==> src/hdl/aoi_pkg.sv <==
package aoi_pkg;

  localparam int CordicTabLen     = 24;
  localparam int CordicStagesDef  = 16;
  localparam int CordicIdxW       = 5;
  localparam int CordicW          = 34;
  localparam int DivNumW          = 52;
  localparam int DivDenW          = 28;
  localparam int DivCntW          = 6;

  localparam logic [31:0] CordicGain = 32'd652032874;
  localparam logic [31:0] HeadK      = 32'd2799883369;
  // ceil(2^30 / 125), exact quotient for dividends below 125 * 2^16
  localparam logic [23:0] Recip125   = 24'd8589935;

  typedef enum logic [1:0] {
    OP_SET   = 2'd0,
    OP_QUERY = 2'd1,
    OP_LOAD  = 2'd2,
    OP_NONE  = 2'd3
  } op_e;

  typedef struct packed {
    op_e                op;
    logic [31:0]        now;
    logic signed [15:0] lin;
    logic signed [15:0] ang;
    logic signed [31:0] x;
    logic signed [31:0] y;
    logic [15:0]        h;
  } item_t;

  function automatic logic [29:0] atan_lut(input logic [CordicIdxW-1:0] idx);
    logic [29:0] r;
    case (idx)
      5'd0:    r = 30'd536870912;
      5'd1:    r = 30'd316933406;
      5'd2:    r = 30'd167458907;
      5'd3:    r = 30'd85004756;
      5'd4:    r = 30'd42667331;
      5'd5:    r = 30'd21354465;
      5'd6:    r = 30'd10679838;
      5'd7:    r = 30'd5340245;
      5'd8:    r = 30'd2670163;
      5'd9:    r = 30'd1335087;
      5'd10:   r = 30'd667544;
      5'd11:   r = 30'd333772;
      5'd12:   r = 30'd166886;
      5'd13:   r = 30'd83443;
      5'd14:   r = 30'd41721;
      5'd15:   r = 30'd20861;
      5'd16:   r = 30'd10430;
      5'd17:   r = 30'd5215;
      5'd18:   r = 30'd2608;
      5'd19:   r = 30'd1304;
      5'd20:   r = 30'd652;
      5'd21:   r = 30'd326;
      5'd22:   r = 30'd163;
      5'd23:   r = 30'd81;
      default: r = 30'd0;
    endcase
    return r;
  endfunction

endpackage

==> src/hdl/aoi_front.sv <==
module aoi_front
  import aoi_pkg::*;
(
  input  logic               clk_i,
  input  logic               rst_ni,
  input  logic               in_valid_i,
  output logic               in_ready_o,
  input  logic [1:0]         func_i,
  input  logic [31:0]        now_ms_i,
  input  logic signed [15:0] cmd_lin_vel_i,
  input  logic signed [15:0] cmd_ang_vel_i,
  input  logic signed [31:0] set_x_i,
  input  logic signed [31:0] set_y_i,
  input  logic signed [15:0] set_heading_i,
  output logic               deq_valid_o,
  input  logic               deq_ready_i,
  output item_t              deq_item_o
);

  item_t      mem_q [2];
  logic       wr_ptr_q, rd_ptr_q;
  logic [1:0] count_q;
  logic       push, pop;
  item_t      item;

  always_comb begin
    item.op  = op_e'(func_i);
    item.now = now_ms_i;
    item.lin = cmd_lin_vel_i;
    item.ang = cmd_ang_vel_i;
    item.x   = set_x_i;
    item.y   = set_y_i;
    item.h   = set_heading_i;
  end

  assign in_ready_o  = (count_q != 2'd2);
  assign deq_valid_o = (count_q != 2'd0);
  assign deq_item_o  = mem_q[rd_ptr_q];
  // drop unused codes at the door
  assign push = in_valid_i && in_ready_o && (item.op != OP_NONE);
  assign pop  = deq_valid_o && deq_ready_i;

  always_ff @(posedge clk_i) begin
    if (push) begin
      mem_q[wr_ptr_q] <= item;
    end
  end

  always_ff @(posedge clk_i or negedge rst_ni) begin
    if (!rst_ni) begin
      wr_ptr_q <= 1'b0;
      rd_ptr_q <= 1'b0;
      count_q  <= 2'd0;
    end else begin
      if (push) wr_ptr_q <= ~wr_ptr_q;
      if (pop)  rd_ptr_q <= ~rd_ptr_q;
      if (push && !pop)      count_q <= count_q + 2'd1;
      else if (pop && !push) count_q <= count_q - 2'd1;
    end
  end

endmodule

==> config.mk <==
export PLATFORM = sky130hd
export DESIGN_NAME = aoi_front
export DESIGN_NICKNAME = d
export VERILOG_FILES = /design/src/hdl/aoi_pkg.sv /design/src/hdl/aoi_front.sv
export SDC_FILE = /design/constraint.sdc
export NUM_CORES = 1
export LEC_CHECK = 0
export BUFFER_PORTS_ARGS = -buffer_cell sky130_fd_sc_hd__buf_2
export CAP_MARGIN = 10
export CORE_UTILIZATION = 50
export CTS_CLUSTER_SIZE = 14
export DETAILED_ROUTE_END_ITERATION = 10
export PLACE_DENSITY = 0.77
export SLEW_MARGIN = 20
export SYNTH_ARGS = -nofsm -noshare
export SYNTH_HDL_FRONTEND = slang
export SYNTH_SLANG_ARGS = --single-unit
==> constraint.sdc <==
create_clock -name clk_i -period 19.3 [get_ports clk_i]
set_input_delay 2.895 -clock clk_i [delete_from_list [all_inputs] [get_ports clk_i]]
set_output_delay 2.895 -clock clk_i [all_outputs]
set_load 0.005 [all_outputs]
* Word-level counts from Yosys, hierarchy flattened
Memories as Yosys holds them, arrays and structs flattened.
Cells that the tools add are included.
** Word-level totals
- Register bits after elaboration :: 4
- Word-level logic and storage cells :: 23
- Memories :: 1
- Output and inout bits :: 148
- Bits in writable memories :: 292
- Input port bits :: 150
** Operators by class
- Bitwise operators :: 2
- Reduce and logical (&&, ||, !) cells :: 9
- Mux-type cells :: 4
- Eq/ne operators :: 2
- Add/subtract/negate cells :: 2
** Memories
- mem_q :: depth 2, width 146, read ports 1, clocked after Yosys merged registers in 0, write ports 1, line aoi_front.sv:20 : item_t mem_q [2];
** Operators with widths (number)
- $logic_and A1 B1 Y1 :: 5
- $mux W2 :: 2
- $ne A2 B2 Y1 const B :: 2
- $reduce_bool A2 Y1 :: 2
- $add A2 B1 Y2 const B :: 1
- $logic_not A1 Y1 :: 2
- $mux W1 :: 2
- $not A1 Y1 :: 2
- $sub A2 B1 Y2 const B :: 1

* Depth between registers and ports, before layout
- Depth after elaboration :: 7
- Mapped depth :: 7
- Depth with buffers taken out :: 7

* Worst setup path after synthesis
Ideal clock, no wire load.
- Path type :: input-to-reg
- From :: input port func_i[0]
- To :: memory mem_q[0][0] in the netlist's numbering, enable pin
- Data arrival time :: 9.169 ns
- Stages on the path :: 3
- Slack :: 9.476 ns
- Library setup time :: 0.654 ns
- Required time :: 18.646 ns
- Buffers on the path :: 0
- Cells stage by stage :: nand2_1 nand3_1 nor2_1
** On the way
- Word-level cells in the longest chain between the ends :: 4
** RTL lines
- start: declaration :: line aoi_front.sv:8 : input logic [1:0] func_i,
- $ne A2 B2 Y1 :: line aoi_front.sv:40 : assign push = in_valid_i && in_ready_o && (item.op != OP_NONE);
- $logic_and A1 B1 Y1 :: line aoi_front.sv:40
- $mux W1 :: line aoi_front.sv:44 : if (push) begin
- $mux W1 (not written as such) :: line aoi_front.sv:45 : mem_q[wr_ptr_q] <= item;
- end: declaration :: line aoi_front.sv:20
No other way between the ends.

==> impl_results.md <==
* Run status: finished clean
* Worst-path cell chain: buf_4, mux2_2, buf_2
* Htree depth at 1
* Max-Slew Margin vs Limit at 0.302
* Startpoint type of the worst setup path: register
* Pre-antenna DRT Iters at 5
* Worst-skew pair later-pin latency at around 0.54 ns
* Share of flip-flops with an asynchronous set or reset after synthesis at 0.0135
* Total of endpoints with negative setup slack in the final report at 0
* Number of placed I/O pins at between 200 and 300
* Clock Skew at 0.0119 ns
* Number of warnings issued by yosys at 0
* Syn Std Cell Area at 10800 um2
* Floorplan Core Area at 21100 um2
* Die Y at 149 um
* Setup slack on the worst flop-to-flop path at 15.97 ns
* Number of clock sinks at 296
* Area added between synthesis and finish at 25.3%
* Nets in the synthesized netlist at 625
* Power after layout at about 1900 uW
* Slew Viols, Final at 0
* Time the worst path needs with I/O delays and setup at 5.99 ns
* Ys flop type: sky130_fd_sc_hd__edfxtp_1
* Yosys cell types at 14
* WHS Endpoint: count_q[1]
* Tightest Hold Check Type: register to register
* Final Routed Wirelength at just under 20 mm
* Overflow after GRT at 0
* Final net count at about 940
* Cell types with the largest area share after synthesis: sky130_fd_sc_hd__edfxtp_1 81%, sky130_fd_sc_hd__mux2_2 15%, sky130_fd_sc_hd__buf_6 1.6%
* Cell area after placement at 12500 um2
* Library cell with the largest summed area after synthesis: sky130_fd_sc_hd__edfxtp_1
* Largest net degree at the start of global routing at 80
* Vias post-DR at 5445
* Antenna violations before repair at 6
* Max Root-Sink Buffers at 3
* Total CTS buffers at 30
* Synth Register Bits at ~300
* Sequential-to-total area share from yosys stat at 0.822
* Critical path depth in cells at 3
* Largest fanout on the critical path at 79
* Achievable Freq at approximately 0.17 GHz
* Part of the cycle the worst path needs at 0.310
* Leading cell type by number of instances after synthesis: sky130_fd_sc_hd__edfxtp_1
* Wire length per cell after detailed routing at 18.1 um
* Hold Violations, Final at 0
* Die X at 149 um
* Critical register-to-register path startpoint: count_q[0]
* Share of cells above drive strength 1 at 0.607
* Cell at the root of the clock tree: sky130_fd_sc_hd__clkbuf_16
* Post-layout instance count excluding filler cells at 1098
* Final GP Congestion at 0.744
* Hold bufs inserted after CTS at 0
* Number of placed instances, taps included at 1035
* Required time worst endpoint at between 15 and 20 ns
* Placed wire-length estimate at 13.3 mm
* Detailed Route Iter0 Violations at 237
* Area enclosed by the die boundary at 22200 um2
* Total buffers and inverters traversed by the critical path at 2
* Residual DRC at 0
* Startpoint of the worst hold path: count_q[1]
* Critical path start-end classification: register to output port
* Largest stage delay on the critical path at 1.00 ns
* Slew of the pin with the lowest slew margin at 1.05 ns
* Peak ir drop on the vdd network at 83.8 uV
* Fraction of synthesized cell area taken by the top area cell type at 0.813
* Crit. End Element: output port
* Pwr dens at 142 nW/um2
* Mapped Avg Cell Area at 22.8 um2
* Slowest cell on the critical path: sky130_fd_sc_hd__dfrtp_4
* Initial cell density of the core at 0.512
* Crit-path leading delay family: buffers and inverters
* Post-route cell area at between 10000 and 15000 um2
* Gr usage total at 0.175
* Worst-case reg-to-reg path depth at 5
* TritonCTS clock tree: done
* Wire length of the first global-routing pass at between 20 and 30 mm
* Avg Vias per Cell at 4.96
* Number of gates given a new drive strength after cts at 0
* Count of cells along the worst hold path at 1
* Standard-cell row count at 53
* Endpoint of the most critical register-to-register path: mem_q[0][60]
* Final antenna-violating net count at 0
* MaxCap Viol Count at 0
* Arrival time at the worst endpoint at between 3 and 4 ns
* Worst-path clk slew at approximately 0.06 ns
* Instance count of the mapped netlist at 474
* Commonest cells in the synthesized netlist: 292 x sky130_fd_sc_hd__edfxtp_1, 146 x sky130_fd_sc_hd__mux2_2, 15 x sky130_fd_sc_hd__buf_6
* Post-CTS Setup Repair Bufs at 0
* Via count of the first global-routing pass at 5703
* Number of enable flip-flop cells after synthesis at between 200 and 300
* Leakage power figure at 0.00504 uW
* RSZ-0062 raised after global routing: no
* Setup total negative slack at 0 ns
* Number of port buffers at 297
logic make-up (layout without fill, tap and decap cells):
kind of cell               Yosys count  in the layout  share of synthesized area
buffers and inverters               18            359                     0.0168
other                                0              8                          0
DFF                                296            296                      0.822
and+or+nand+nor                      8              8                    0.00336
adders and majority gates            1              1                    0.00116
xor gates and xnor gates             5              5                    0.00406
muxes                              146            146                      0.152
power by group:
group | switching [uW] | internal, uW
Sequential | 52.3 | 843
Combinational | 219 | 239
Clock | 223 | 346
Total | 494 | 1430
flip-flops by register name, summed over array words and instances, names as in the netlist:
name,cells
rd_ptr_q,1
mem_q,292
count_q,2
wr_ptr_q,1
stage by stage:
stage	setup slack, ns	hold WS [ns]	utilization
3_3_place_gp	13.56	0.475	0.593
2_1_floorplan	9.48	0.456	-
3_5_place_dp	13.46	0.505	0.593
5_1_grt	13.06	0.545	0.640
4_1_cts	13.20	0.521	0.640
6_report	13.31	0.514	0.641
worst reg2reg max path, stage by stage (launching register included):
cell and delay, ns:
sky130_fd_sc_hd__dfrtp_1 0.40, sky130_fd_sc_hd__nand2b_1 0.18, sky130_fd_sc_hd__nand3_1 0.26, sky130_fd_sc_hd__nor2_4 0.38
sky130_fd_sc_hd__buf_4 0.69, sky130_fd_sc_hd__buf_4 0.90
area by class of cell:
class | instances | area (um2)
antenna | 8 | 20.0
clock buffer | 37 | 798
clock inverter | 18 | 194
fill | 1457 | 7580
inverter | 2 | 7.51
multi-input combinational | 160 | 1750
sequential | 296 | 8870
tap | 275 | 344
timing repair buffer | 302 | 1520
layout by cell type, fill, tap and decap left out:
cell                         netlist  final
sky130_fd_sc_hd__clkinvlp_4        0      2
sky130_fd_sc_hd__nand3_1           1      1
sky130_fd_sc_hd__clkbuf_16         0     31
sky130_fd_sc_hd__inv_8             0      1
sky130_fd_sc_hd__edfxtp_1        292    292
sky130_fd_sc_hd__buf_2             1    297
sky130_fd_sc_hd__inv_1             2      2
sky130_fd_sc_hd__clkinv_1          0      6
sky130_fd_sc_hd__nand2_1           2      2
sky130_fd_sc_hd__clkinv_2          0      5
sky130_fd_sc_hd__nor2_1            3      1
sky130_fd_sc_hd__mux2_2          146    146
sky130_fd_sc_hd__clkbuf_1          0      6
sky130_fd_sc_hd__bufinv_16         0      4
sky130_fd_sc_hd__dfrtp_1           4      3
sky130_fd_sc_hd__or2_2             1      1
sky130_fd_sc_hd__diode_2           0      8
sky130_fd_sc_hd__xor2_1            2      2
sky130_fd_sc_hd__nand2b_1          1      1
sky130_fd_sc_hd__dfrtp_4           0      1
sky130_fd_sc_hd__buf_4             0      5
sky130_fd_sc_hd__nor2_4            0      2
sky130_fd_sc_hd__ha_1              1      1
sky130_fd_sc_hd__xnor2_1           3      3
routing by layer:
| layer | routed length [um] | track usage |
|---|---|---|
| met3 | 1910 | 0.0667 |
| met2 | 10200 | 0.307 |
| met5 | 8 | 0 |
| met4 | 563 | 0.0617 |
| met1 | 7240 | 0.194 |
worst max path at each step:
stage,start,endpoint,slack [ns]
after floorplan,func_i[0],mem_q[0][0],9.48
after global placement,func_i[0],mem_q[1][36],13.56
after detailed placement,func_i[0],mem_q[1][36],13.46
after CTS,rd_ptr_q,deq_item_o[49],13.20
after global routing,rd_ptr_q,deq_item_o[143],13.06
final,rd_ptr_q,deq_item_o[143],13.31
Note: power is estimated with default switching activity, not from simulation.
