File: config.mk
export PLATFORM = sky130hd
export DESIGN_NAME = aoi_cordic
export DESIGN_NICKNAME = d
export VERILOG_FILES = /design/src/hdl/aoi_pkg.sv /design/src/hdl/aoi_cordic.sv
export SDC_FILE = /design/constraint.sdc
export NUM_CORES = 1
export LEC_CHECK = 0
export BUFFER_PORTS_ARGS = -buffer_cell sky130_fd_sc_hd__buf_2
export CAP_MARGIN = 15
export CORE_MARGIN = 1.5
export CORE_UTILIZATION = 45
export CTS_CLUSTER_SIZE = 14
export DETAILED_ROUTE_END_ITERATION = 6
export GPL_ROUTABILITY_DRIVEN = 0
export PLACE_DENSITY_LB_ADDON = 0.1
export SLEW_MARGIN = 20
export SYNTH_ARGS = -nofsm -noshare
export SYNTH_HDL_FRONTEND = slang
export SYNTH_SLANG_ARGS = --single-unit
File: constraint.sdc
create_clock -name clk_i -period 10.49 [get_ports clk_i]
set_input_delay 1.049 -clock clk_i [delete_from_list [all_inputs] [get_ports clk_i]]
set_output_delay 1.049 -clock clk_i [all_outputs]
set_load 0.03 [all_outputs]
File: src/hdl/aoi_pkg.sv
package aoi_pkg;

  localparam int CordicTabLen     = 24;
  localparam int CordicStagesDef  = 16;
  localparam int CordicIdxW       = 5;
  localparam int CordicW          = 34;
  localparam int DivNumW          = 52;
  localparam int DivDenW          = 28;
  localparam int DivCntW          = 6;

  localparam logic [31:0] CordicGain = 32'd652032874;
  localparam logic [31:0] HeadK      = 32'd2799883369;
  // ceil(2^30 / 125), exact quotient for dividends below 125 * 2^16
  localparam logic [23:0] Recip125   = 24'd8589935;

  typedef enum logic [1:0] {
    OP_SET   = 2'd0,
    OP_QUERY = 2'd1,
    OP_LOAD  = 2'd2,
    OP_NONE  = 2'd3
  } op_e;

  typedef struct packed {
    op_e                op;
    logic [31:0]        now;
    logic signed [15:0] lin;
    logic signed [15:0] ang;
    logic signed [31:0] x;
    logic signed [31:0] y;
    logic [15:0]        h;
  } item_t;

  function automatic logic [29:0] atan_lut(input logic [CordicIdxW-1:0] idx);
    logic [29:0] r;
    case (idx)
      5'd0:    r = 30'd536870912;
      5'd1:    r = 30'd316933406;
      5'd2:    r = 30'd167458907;
      5'd3:    r = 30'd85004756;
      5'd4:    r = 30'd42667331;
      5'd5:    r = 30'd21354465;
      5'd6:    r = 30'd10679838;
      5'd7:    r = 30'd5340245;
      5'd8:    r = 30'd2670163;
      5'd9:    r = 30'd1335087;
      5'd10:   r = 30'd667544;
      5'd11:   r = 30'd333772;
      5'd12:   r = 30'd166886;
      5'd13:   r = 30'd83443;
      5'd14:   r = 30'd41721;
      5'd15:   r = 30'd20861;
      5'd16:   r = 30'd10430;
      5'd17:   r = 30'd5215;
      5'd18:   r = 30'd2608;
      5'd19:   r = 30'd1304;
      5'd20:   r = 30'd652;
      5'd21:   r = 30'd326;
      5'd22:   r = 30'd163;
      5'd23:   r = 30'd81;
      default: r = 30'd0;
    endcase
    return r;
  endfunction

endpackage

File: src/hdl/aoi_cordic.sv
module aoi_cordic
  import aoi_pkg::*;
#(
  parameter int STAGES = CordicStagesDef
) (
  input  logic                      clk_i,
  input  logic                      rst_ni,
  input  logic                      start_i,
  input  logic [31:0]               phase_i,
  output logic                      done_o,
  output logic signed [CordicW-1:0] cos_o,
  output logic signed [CordicW-1:0] sin_o
);

  localparam int Iters = (STAGES < CordicTabLen) ? STAGES : CordicTabLen;
  localparam logic [CordicIdxW-1:0] LastIter = CordicIdxW'(Iters - 1);
  localparam logic signed [CordicW-1:0] Quarter = CordicW'(64'sd1073741824);
  localparam logic signed [CordicW-1:0] Half    = CordicW'(64'sd2147483648);

  logic signed [CordicW-1:0] x_q, y_q, a_q;
  logic                      flip_q, run_q, done_q;
  logic [CordicIdxW-1:0]     iter_q;
  logic signed [CordicW-1:0] a0, tx, ty, at;
  logic                      flip0;

  always_comb begin
    a0    = CordicW'($signed(phase_i));
    flip0 = 1'b0;
    if (a0 > Quarter) begin
      a0    = a0 - Half;
      flip0 = 1'b1;
    end else if (a0 < -Quarter) begin
      a0    = a0 + Half;
      flip0 = 1'b1;
    end
    tx = y_q >>> iter_q;
    ty = x_q >>> iter_q;
    at = $signed({4'b0, atan_lut(iter_q)});
  end

  always_ff @(posedge clk_i or negedge rst_ni) begin
    if (!rst_ni) begin
      x_q    <= '0;
      y_q    <= '0;
      a_q    <= '0;
      flip_q <= 1'b0;
      run_q  <= 1'b0;
      done_q <= 1'b0;
      iter_q <= '0;
    end else begin
      done_q <= 1'b0;
      if (start_i) begin
        x_q    <= $signed({2'b0, CordicGain});
        y_q    <= '0;
        a_q    <= a0;
        flip_q <= flip0;
        iter_q <= '0;
        run_q  <= 1'b1;
      end else if (run_q) begin
        if (!a_q[CordicW-1]) begin
          x_q <= x_q - tx;
          y_q <= y_q + ty;
          a_q <= a_q - at;
        end else begin
          x_q <= x_q + tx;
          y_q <= y_q - ty;
          a_q <= a_q + at;
        end
        iter_q <= iter_q + 1'b1;
        if (iter_q == LastIter) begin
          run_q  <= 1'b0;
          done_q <= 1'b1;
        end
      end
    end
  end

  assign done_o = done_q;
  assign cos_o  = flip_q ? -x_q : x_q;
  assign sin_o  = flip_q ? -y_q : y_q;

endmodule

* Yosys cells after proc, flatten, opt, wreduce, memory -nomap -nowiden
Memory sizes are Yosys's and may differ from the RTL's. Index checks and enable logic that the tools add are counted. Widths: inputs -> output; s select.
Cells by class: add/sub/neg operators 11, $lt $le $gt $ge 2, equal/unequal tests 1, shift operators 2, mux-type cells 23, reduce and logical (&&, ||, !) cells 1
Operators by type and width (count):
- $mux 34 | 13
- $add 34x34->34 | 2
- $neg 34->34 | 2
- $sshr 34x5->34 | 2
- $sub 34x34->34 | 2
- $add 32x33->34 const B | 1
- $add 34x31->34 | 1
- $sub 32x33->34 const B | 1
- $sub 34x31->34 | 1
- $gt 32x32->1 const B | 1
- $lt 32x31->1 const B | 1
- $mux 5 | 2
- $mux 1 | 8
- $add 5x1->5 const B | 1
- $eq 5x4->1 const B | 1
- $reduce_bool 2->1 | 1
Word-level totals: register bits after elaboration 110, ROM bits 960, logic and storage cells 48, memories kept 1
Memories:
- (no name shown) | depth 32, width 30, read ports 1, clocked after memory_dff 0, write ports 0, RTL line aoi_pkg.sv:35 | case (idx)

* Depth between registers and ports, before layout
Gate-level depths: netlist of run 1.
word-level depth 5, gate-level depth with buffers 28, mapped depth without buffers 23

* Worst setup path after synthesis of run 1
Ideal clock, no wire load.
kind reg2reg, start register iter_q[1], end register x_q[33], library setup time 128 ps, arrival 5686 ps, data required time 10362 ps, slack 4677 ps, stages on the path, launching flop included 24, path buffers 3, clock period less this slack 5813 ps, cells stage by stage dfrtp_1 > buf_4 > buf_2 > buf_1 > mux4_1 > a22oi_1 > o2bb2ai_1 > a311oi_1 > ha_1 > nand3_1 > and4b_1 > and2_1 > a31oi_1 > xnor2_1 > ha_1 > and4_1 > nand3_1 > or3_1 > o21ai_0 > a211o_1 > nand3_1 > a221oi_1 > mux2i_1 > mux2_1
Between the ends: longest elaborated chain between the ends 5, elaborated cells on any way between the ends 6
RTL lines:
- from (decl) | RTL line aoi_cordic.sv:22 | logic [CordicIdxW-1:0] iter_q;
- from (signal assigned) | RTL line aoi_cordic.sv:69 | iter_q <= iter_q + 1'b1;
- $sshr 34x5->34 * | RTL line aoi_cordic.sv:36 | tx = y_q >>> iter_q;
- $sub 34x34->34 or $add 34x34->34 (tied branches) | RTL line aoi_cordic.sv:61, aoi_cordic.sv:65
- $mux 34 * | RTL line aoi_cordic.sv:60 | if (!a_q[CordicW-1]) begin
- $mux 34 * | RTL line aoi_cordic.sv:59 | end else if (run_q) begin
- $mux 34 * | RTL line aoi_cordic.sv:52 | if (start_i) begin
- to (signal assigned) | RTL line aoi_cordic.sv:53 | x_q <= $signed({2'b0, CordicGain});
- to (signal assigned) | RTL line aoi_cordic.sv:61 | x_q <= x_q - tx;
- to (signal assigned) | RTL line aoi_cordic.sv:65 | x_q <= x_q + tx;
- to (decl) | RTL line aoi_cordic.sv:20 | logic signed [CordicW-1:0] x_q, y_q, a_q;
Every way passes the cells marked *; elsewhere a longest branch is shown, timed or not. The select of a mux whose other input is x is not followed. A chain may end at the register's enable or synchronous reset.

* Worst setup path in the final report of run 1
start register iter_q[1], end register y_q[33]
Between the ends: longest elaborated chain between the ends 5, elaborated cells on any way between the ends 6
RTL lines:
- $sshr 34x5->34 * | RTL line aoi_cordic.sv:37 | ty = x_q >>> iter_q;
- $add 34x34->34 or $sub 34x34->34 (tied branches) | RTL line aoi_cordic.sv:62, aoi_cordic.sv:66
- $mux 34 * | RTL line aoi_cordic.sv:60
- $mux 34 * | RTL line aoi_cordic.sv:59
- $mux 34 * | RTL line aoi_cordic.sv:52
- to (signal assigned) | RTL line aoi_cordic.sv:62 | y_q <= y_q + ty;
- to (signal assigned) | RTL line aoi_cordic.sv:66 | y_q <= y_q - ty;
- to (decl) | RTL line aoi_cordic.sv:20
Marks and branches as above.

==> flow_summary.toml, run 1 <==
[outcome]
violations = "DRC"
outcome = "finished with violations"

[pwr]
p_sw_mw = 4.41
switching_share = 0.550
power.static_leakage_nw = 8.24
internal_power_mw = 3.61
powerDensity_mw_per_mm2 = 406
ir_drop_uv = 174
share_seq_of_total_power = 0.144
pwr-share-comb = 0.810
relative_contribution_of_the_clock_network_to_total_power = 0.045

[critical_path]
arrival_ns = 8.27
crit_required_ns = 10.80
endpoint_kind = "register"
register_to_register_setup_slack_ns = 2.53
timing.critical_path.fanout_max = 73
worstSetupStartpointType = "register"
critPathKind = "reg2reg"

[yosys]
yosys-mux-area-fraction = 0.179
postSynthCellCount = 2365
post_synth_main_area_contributors = "sky130_fd_sc_hd__dfrtp_1, sky130_fd_sc_hd__mux4_2, sky130_fd_sc_hd__xnor2_1"
synth-compound-area-share = 0.252
seq_total_area_yosys = 0.145
yosys.cell_count.top_type = "sky130_fd_sc_hd__nor2_1"
synth_xor_area_frac = 0.101
synthesis.yosys.warnings = 0
syn_area_sq_mm = 0.0189
postSynthAreaPerCell_sq_um = 8.00
yosys.area.top_type_share = 0.145
ys_dominant_reg_cell = "sky130_fd_sc_hd__dfrtp_1"
synth_fa_ha_area_frac = 0.0792
synth.top_cells.by_count = "sky130_fd_sc_hd__nor2_1, sky130_fd_sc_hd__nand2_1, sky130_fd_sc_hd__a21oi_1"
synth_top_family_by_area = "compound AO/OA/AOI/OAI gates"
cell_type_with_the_largest_total_area_after_synthesis = "sky130_fd_sc_hd__dfrtp_1"
postSynthRegisterBits = 110
synth-simple-area-share = 0.188
async_flop_share = 1.00
post_synth_edffs = 0
syn-num-nets = 2518
synth.lib_cells_used.distinct = 92

[layout]
syn_to_final_growth_pct = 4.48
number_of_inserted_diodes = 0
post_route_cells_drive_above_1_share = 0.133
final_cell_area_sq_mm = 0.0198
final.fill_count = 4076
nNetsFinal = 2460

[clock_network]
cts_setup_buffers = 0
root_cell_of_the_clock_tree = "sky130_fd_sc_hd__clkbuf_16"
cts_resized = 0
clk_transition_reported_paths_ns = 0.09
cts_max_path_buffers = 2
cts.sinks = 110
clock_tree_from_tritoncts = "built"
cts_htree_levels = 3
clk-insertion-delay-late_ns = 0.42
cts_made_buffers = 9
holdBufCountCts = 0

[route]
route.antenna.remaining_nets = 0
wirelength_microns = 69000
drt-initial-drc-count = 2425
drt_pass1_iterations = 7
drt_drc_violations_left = 6
routed_wire_length_per_instance_microns = 24.3
dr_total_vias = 19200
vias_per_cell = 6.76

[floorplanning]
rows = 74
dieHeight_microns = 208
die_area_sq_mm = 0.0433
floorplan.initialDensity = 0.459
floorplan.die.width_microns = 208
io-pin-count = 104
core_area_sq_mm = 0.0412

[sta]
fin_worst_skew_ns = 0.0199
unrepaired_setup_endpoints_after_global_routing = "false"
worstMarginPinSlew_ns = 1.08
max_clock_freq_mhz = 126
fin_setup_tns_ns = 0
post-route-period-util = 0.759
setup_viol = 0
slew-limit-headroom = 0.275
final_max_slew_viol_count = 0
post-route-min-period_ns = 7.96
hold_violations = 0

[grt]
globalRouteOverflowTotal = 0
grt_pass1_wl_microns = 107000
pin_count_of_the_biggest_net_entering_global_routing = 82
antenna_found_initial = 0
globalRouteTotalUtil = 0.316
number_of_global_route_vias_before_repair = 18100

[job]
drv_cap = 0

[worst_hold_path]
min_path_type = "reg2reg"

[placed_design]
hpwl_microns = 50200
port-buffer-count = 103
dpl_cell_area_sq_mm = 0.0195
==> final cells by class <==
class / instances / area, sq um / share of cell area
sequential: 110 / 2780 / 0.140
clock inverter: 6 / 43.8 / 0.00221
clock buffer: 10 / 239 / 0.0121
tap: 532 / 666 / 0.0337
multi-input combinational: 2001 / 15100 / 0.765
timing repair buffer: 129 / 716 / 0.0362
inverter: 56 / 210 / 0.0106
==> worst paths after layout <==
check	end	from	depth (start not counted)
max	y_q[33]$_DFFE_PN0P_	iter_q[1]$_DFFE_PN0P_	21
min	a_q[31]$_DFFE_PN0P_	a_q[31]$_DFFE_PN0P_	2
max reg2reg	y_q[33]$_DFFE_PN0P_	iter_q[1]$_DFFE_PN0P_	21
min reg2reg	a_q[31]$_DFFE_PN0P_	a_q[31]$_DFFE_PN0P_	2
max in group asynchronous	run_q$_DFF_PN0_	rst_ni	2
min in group asynchronous	y_q[3]$_DFFE_PN0P_	rst_ni	1
==> power groups by stage <==
| stage | logic [mW] | clock network, mW | registers, mW |
|---|---|---|---|
| global route | 7.20 | 0.383 | 1.18 |
| CTS | 6.43 | 0.371 | 1.13 |
| floorplan | 5.32 | 0 | 0.748 |
| global placement | 6.31 | 0 | 1.14 |
| finish | 6.50 | 0.363 | 1.16 |
| detailed placement | 6.39 | 0 | 1.15 |
==> placed cells by master, fill, tap and decap left out, drive strengths merged, types with 34 or more instances in the layout <==
master and count:
or3 35, inv 54, buf 129, ha 115
a31oi 34, xnor2 170, nor2 205, o21ai 140
nand2 199, mux2i 105, dfrtp 110, a21oi 181
a21o 52, xor2 48, nor3 44, mux4 82
mux2 41, nand3 40
==> cell families after synthesis <==
family / Yosys count
multiplexers: 228
XOR/XNOR: 218
adder cells (fa/ha/maj): 118
AO/OA/AOI/OAI: 716
AND/OR/NAND/NOR: 721
buffers and inverters: 254
flip-flops: 110
==> flip-flops by register name (all words and copies together), names as in the netlist <==
register,count
flip_q,1
x_q,34
a_q,34
y_q,34
iter_q,5
run_q,1
done_o,1
==> per-layer routing <==
| metal | routed length, microns | part of all wire | vias to the layer above | track usage |
|---|---|---|---|---|
| met5 | 0 | 0 | - | 0 |
| met4 | 2580 | 0.037 | 0 | 0.126 |
| met3 | 6400 | 0.093 | 170 | 0.0685 |
| met2 | 31100 | 0.45 | 958 | 0.500 |
| met1 | 28900 | 0.42 | 9318 | 0.418 |
| li1 | - | - | 8766 | - |
==> worst max-delay path: stages, from the launching register on <==
cell,delay (ns)
sky130_fd_sc_hd__dfrtp_4,1.07
sky130_fd_sc_hd__buf_4,0.86
sky130_fd_sc_hd__mux4_2,0.63
sky130_fd_sc_hd__mux2i_1,0.56
sky130_fd_sc_hd__mux2_2,0.30
sky130_fd_sc_hd__o221a_2,0.24
sky130_fd_sc_hd__nand2b_1,0.10
sky130_fd_sc_hd__nor3_1,0.72
sky130_fd_sc_hd__and3_1,0.38
sky130_fd_sc_hd__a31oi_1,0.13
sky130_fd_sc_hd__xnor2_1,0.18
sky130_fd_sc_hd__ha_1,0.36
sky130_fd_sc_hd__inv_1,0.07
sky130_fd_sc_hd__nor3_1,0.31
sky130_fd_sc_hd__nand3_1,0.12
sky130_fd_sc_hd__a211oi_1,0.51
sky130_fd_sc_hd__o211ai_1,0.26
sky130_fd_sc_hd__a21oi_1,0.20
sky130_fd_sc_hd__o41ai_1,0.12
sky130_fd_sc_hd__a21o_1,0.19
sky130_fd_sc_hd__mux2i_1,0.13
sky130_fd_sc_hd__mux2_2,0.34
==> metrics by stage <==
step | cells | util | total power [mW] | hold WS (ns) | setup slack (ns)
2_1_floorplan | 2365 | - | 6.07 | 0.471 | 4.68
3_3_place_gp | 2828 | 0.473 | 7.45 | 0.496 | 2.99
3_5_place_dp | 2828 | 0.473 | 7.53 | 0.499 | 2.79
4_1_cts | 2844 | 0.480 | 7.93 | 0.519 | 2.75
5_1_grt | 2844 | 0.480 | 8.76 | 0.561 | 2.04
6_report | 2844 | 0.480 | 8.02 | 0.516 | 2.53
Power figures use the tool's default switching activity.
==> inputs of run 2 (changes only) <==
--- a/config.mk
+++ b/config.mk
@@ -5,6 +5,7 @@
 export SDC_FILE = /design/constraint.sdc
 export NUM_CORES = 1
 export LEC_CHECK = 0
+export ABC_AREA = 1
 export BUFFER_PORTS_ARGS = -buffer_cell sky130_fd_sc_hd__buf_2
 export CAP_MARGIN = 15
 export CORE_MARGIN = 1.5
==> constraint.sdc (replaced) <==
create_clock -name clk_i -period 7 [get_ports clk_i]
set_input_delay 0.7 -clock clk_i [delete_from_list [all_inputs] [get_ports clk_i]]
set_output_delay 0.7 -clock clk_i [all_outputs]
set_load 0.03 [all_outputs]
==> run 2 against run 1 <==
The flow now finishes without violations. Global-route usage rose by 0.93 points. First-iteration DRC count shrank 3.9%. Core utilization increased by 0.73 points. Die area fell by 5.6%. Sequential share of layout area up 0.50 points. Maximum frequency is 39% higher. Cell count rose by 28%. Largest cell class unchanged. Critical endpoint is now a_q[23]$_DFFE_PN0P_. Setup slack worse by 1.2 ns. Routed wire length fell by 3.2%.
==> flow_summary.toml, run 2 <==
[layout]
post_route_cells_drive_above_1_share = 0.0663
top_regs = "a_q (34), x_q (34), y_q (34)"
nNetsFinal = 3257
area_occupied_by_multi_input_gates_sq_mm = 0.0133
most-common-layout-cells = "sky130_fd_sc_hd__nand2_1, sky130_fd_sc_hd__nand3_1, sky130_fd_sc_hd__inv_1"
syn_to_final_growth_pct = 6.26
ff_latch_area_sq_mm = 0.00276
final_cell_area_sq_mm = 0.0190
final.fill_count = 4215
layout_commonest_cell = "sky130_fd_sc_hd__nand2_1"
number_of_inserted_diodes = 0

[floorplanning]
floorplan.die.width_microns = 202
dieHeight_microns = 202
floorplan.initialDensity = 0.458
io-pin-count = 104
die_area_sq_mm = 0.0409
rows = 72
core_area_sq_mm = 0.0389

[yosys]
yosys.area.top_type_share = 0.187
postSynthCellCount = 3088
syn_area_sq_mm = 0.0178
seq_total_area_yosys = 0.154
synth.top_cells.by_count = "sky130_fd_sc_hd__nand2_1, sky130_fd_sc_hd__nand3_1, sky130_fd_sc_hd__inv_1"
post_synth_edffs = 0
post_synth_main_area_contributors = "sky130_fd_sc_hd__nand2_1, sky130_fd_sc_hd__dfrtp_1, sky130_fd_sc_hd__nand3_1"
syn-num-nets = 3241
synthesis.yosys.warnings = 0
ys_dominant_reg_cell = "sky130_fd_sc_hd__dfrtp_1"
postSynthAreaPerCell_sq_um = 5.78
cell_type_with_the_largest_total_area_after_synthesis = "sky130_fd_sc_hd__nand2_1"
synth.lib_cells_used.distinct = 53
yosys.cell_count.top_type = "sky130_fd_sc_hd__nand2_1"
postSynthRegisterBits = 110
async_flop_share = 1.00

[sta]
setup_ws_ns = 1.29
fin_worst_skew_ns = 0.0212
hold_violations = 0
slew-limit-headroom = 0.266
setup_viol = 0
worstMarginPinSlew_ns = 1.10
holdWs_ns = 0.328
post-route-min-period_ns = 5.71
unrepaired_setup_endpoints_after_global_routing = "false"
final_max_slew_viol_count = 0
post-route-period-util = 0.816
fin_setup_tns_ns = 0
max_clock_freq_mhz = 175

[route]
dr_total_vias = 21300
drt-initial-drc-count = 2331
wirelength_microns = 66800
drt_pass1_iterations = 7
routed_wire_length_per_instance_microns = 18.4
drt_drc_violations_left = 0
vias_per_cell = 5.88
route.antenna.remaining_nets = 0

[clock_network]
cts.sinks = 110
root_cell_of_the_clock_tree = "sky130_fd_sc_hd__clkbuf_16"
cts_made_buffers = 9
cts_htree_levels = 3
clk-insertion-delay-late_ns = 0.42
clock_tree_from_tritoncts = "built"
cts_resized = 0
clk_transition_reported_paths_ns = 0.10
holdBufCountCts = 0
cts_setup_buffers = 0
cts_max_path_buffers = 2

[critical_path]
critPathKind = "reg2reg"
worstSetupStartpointType = "register"
timing.critical_path.fanout_max = 67
crit_required_ns = 7.31
arrival_ns = 6.02
endpoint_kind = "register"

[grt]
number_of_global_route_vias_before_repair = 19800
globalRouteTotalUtil = 0.325
pin_count_of_the_biggest_net_entering_global_routing = 78
antenna_found_initial = 1
grt_pass1_wl_microns = 106000
globalRouteOverflowTotal = 0

[worst_hold_path]
min_path_type = "in2async"

[outcome]
outcome = "completed"

[placed_design]
hpwl_microns = 52500
port-buffer-count = 103
place_worst_setup_slack_ns = 1.45
dpl_cell_area_sq_mm = 0.0186

[job]
drv_cap = 0
run 2: critical path, stage by stage (launching register included):
cell	delay, ns
sky130_fd_sc_hd__dfrtp_2	0.38
sky130_fd_sc_hd__clkinv_2	0.68
sky130_fd_sc_hd__ha_1	0.69
sky130_fd_sc_hd__o21ai_1	0.23
sky130_fd_sc_hd__or2_1	0.18
sky130_fd_sc_hd__nand2_1	0.10
sky130_fd_sc_hd__inv_1	0.09
sky130_fd_sc_hd__ha_1	0.14
sky130_fd_sc_hd__inv_1	0.10
sky130_fd_sc_hd__nor2_1	0.11
sky130_fd_sc_hd__nand2_1	0.08
sky130_fd_sc_hd__nor3_1	0.20
sky130_fd_sc_hd__nand2_1	0.12
sky130_fd_sc_hd__o31ai_2	0.34
sky130_fd_sc_hd__xor2_1	0.22
sky130_fd_sc_hd__ha_1	0.32
sky130_fd_sc_hd__a21oi_1	0.21
sky130_fd_sc_hd__inv_1	0.06
sky130_fd_sc_hd__a31oi_1	0.24
sky130_fd_sc_hd__o21ai_0	0.14
sky130_fd_sc_hd__a21oi_1	0.31
sky130_fd_sc_hd__o21ai_0	0.21
sky130_fd_sc_hd__a21o_1	0.21
sky130_fd_sc_hd__o21ai_0	0.15
sky130_fd_sc_hd__nand3_1	0.08
run 2: final cells by class:
cell class / instances / share of cell area
multi-input combinational: 2523 / 0.701
clock buffer: 10 / 0.0121
timing repair buffer: 126 / 0.0364
tap: 518 / 0.0342
sequential: 110 / 0.145
inverter: 334 / 0.0662
clock inverter: 6 / 0.00455
run 2: worst paths after layout:
kind	start	to	slack (ns)	cells past startpoint
max in group asynchronous	rst_ni	iter_q[2]$_DFFE_PN0P_	5.29	2
min	rst_ni	y_q[3]$_DFFE_PN0P_	0.33	1
min in group clk_i	phase_i[23]	a_q[23]$_DFFE_PN0P_	0.51	3
max reg2reg	iter_q[1]$_DFFE_PN0P_	a_q[23]$_DFFE_PN0P_	1.29	24
min reg2reg	a_q[32]$_DFFE_PN0P_	a_q[32]$_DFFE_PN0P_	0.52	2
max	iter_q[1]$_DFFE_PN0P_	a_q[23]$_DFFE_PN0P_	1.29	24
run 2: cells by family (layout without fill, tap and decap cells):
logic type               count (synthesis)  after routing  share of synthesized area
adder cells (fa/ha/maj)                118            118                     0.0840
AO/OA/AOI/OAI                          538            538                      0.171
AND/OR/NAND/NOR                       1684           1684                      0.399
buffers and inverters                  455            476                      0.101
flip-flops                             110            110                      0.154
XOR/XNOR                               183            183                     0.0898
run 2: metal layers:
metal | track usage | share of wire
met5 | 0 | 0
met4 | 0.137 | 0.041
met3 | 0.0506 | 0.086
met2 | 0.522 | 0.44
met1 | 0.433 | 0.43
run 2: through the flow:
| step | util | cells |
|---|---|---|
| after floorplan | - | 3088 |
| after global placement | 0.479 | 3611 |
| after detailed placement | 0.479 | 3611 |
| after CTS | 0.487 | 3627 |
| after global routing | 0.487 | 3627 |
| final | 0.487 | 3627 |
Power of run 2 is left out: the tool's default activity adds up to more than one toggle a clock period on the data nets, which glitch-free logic cannot reach.
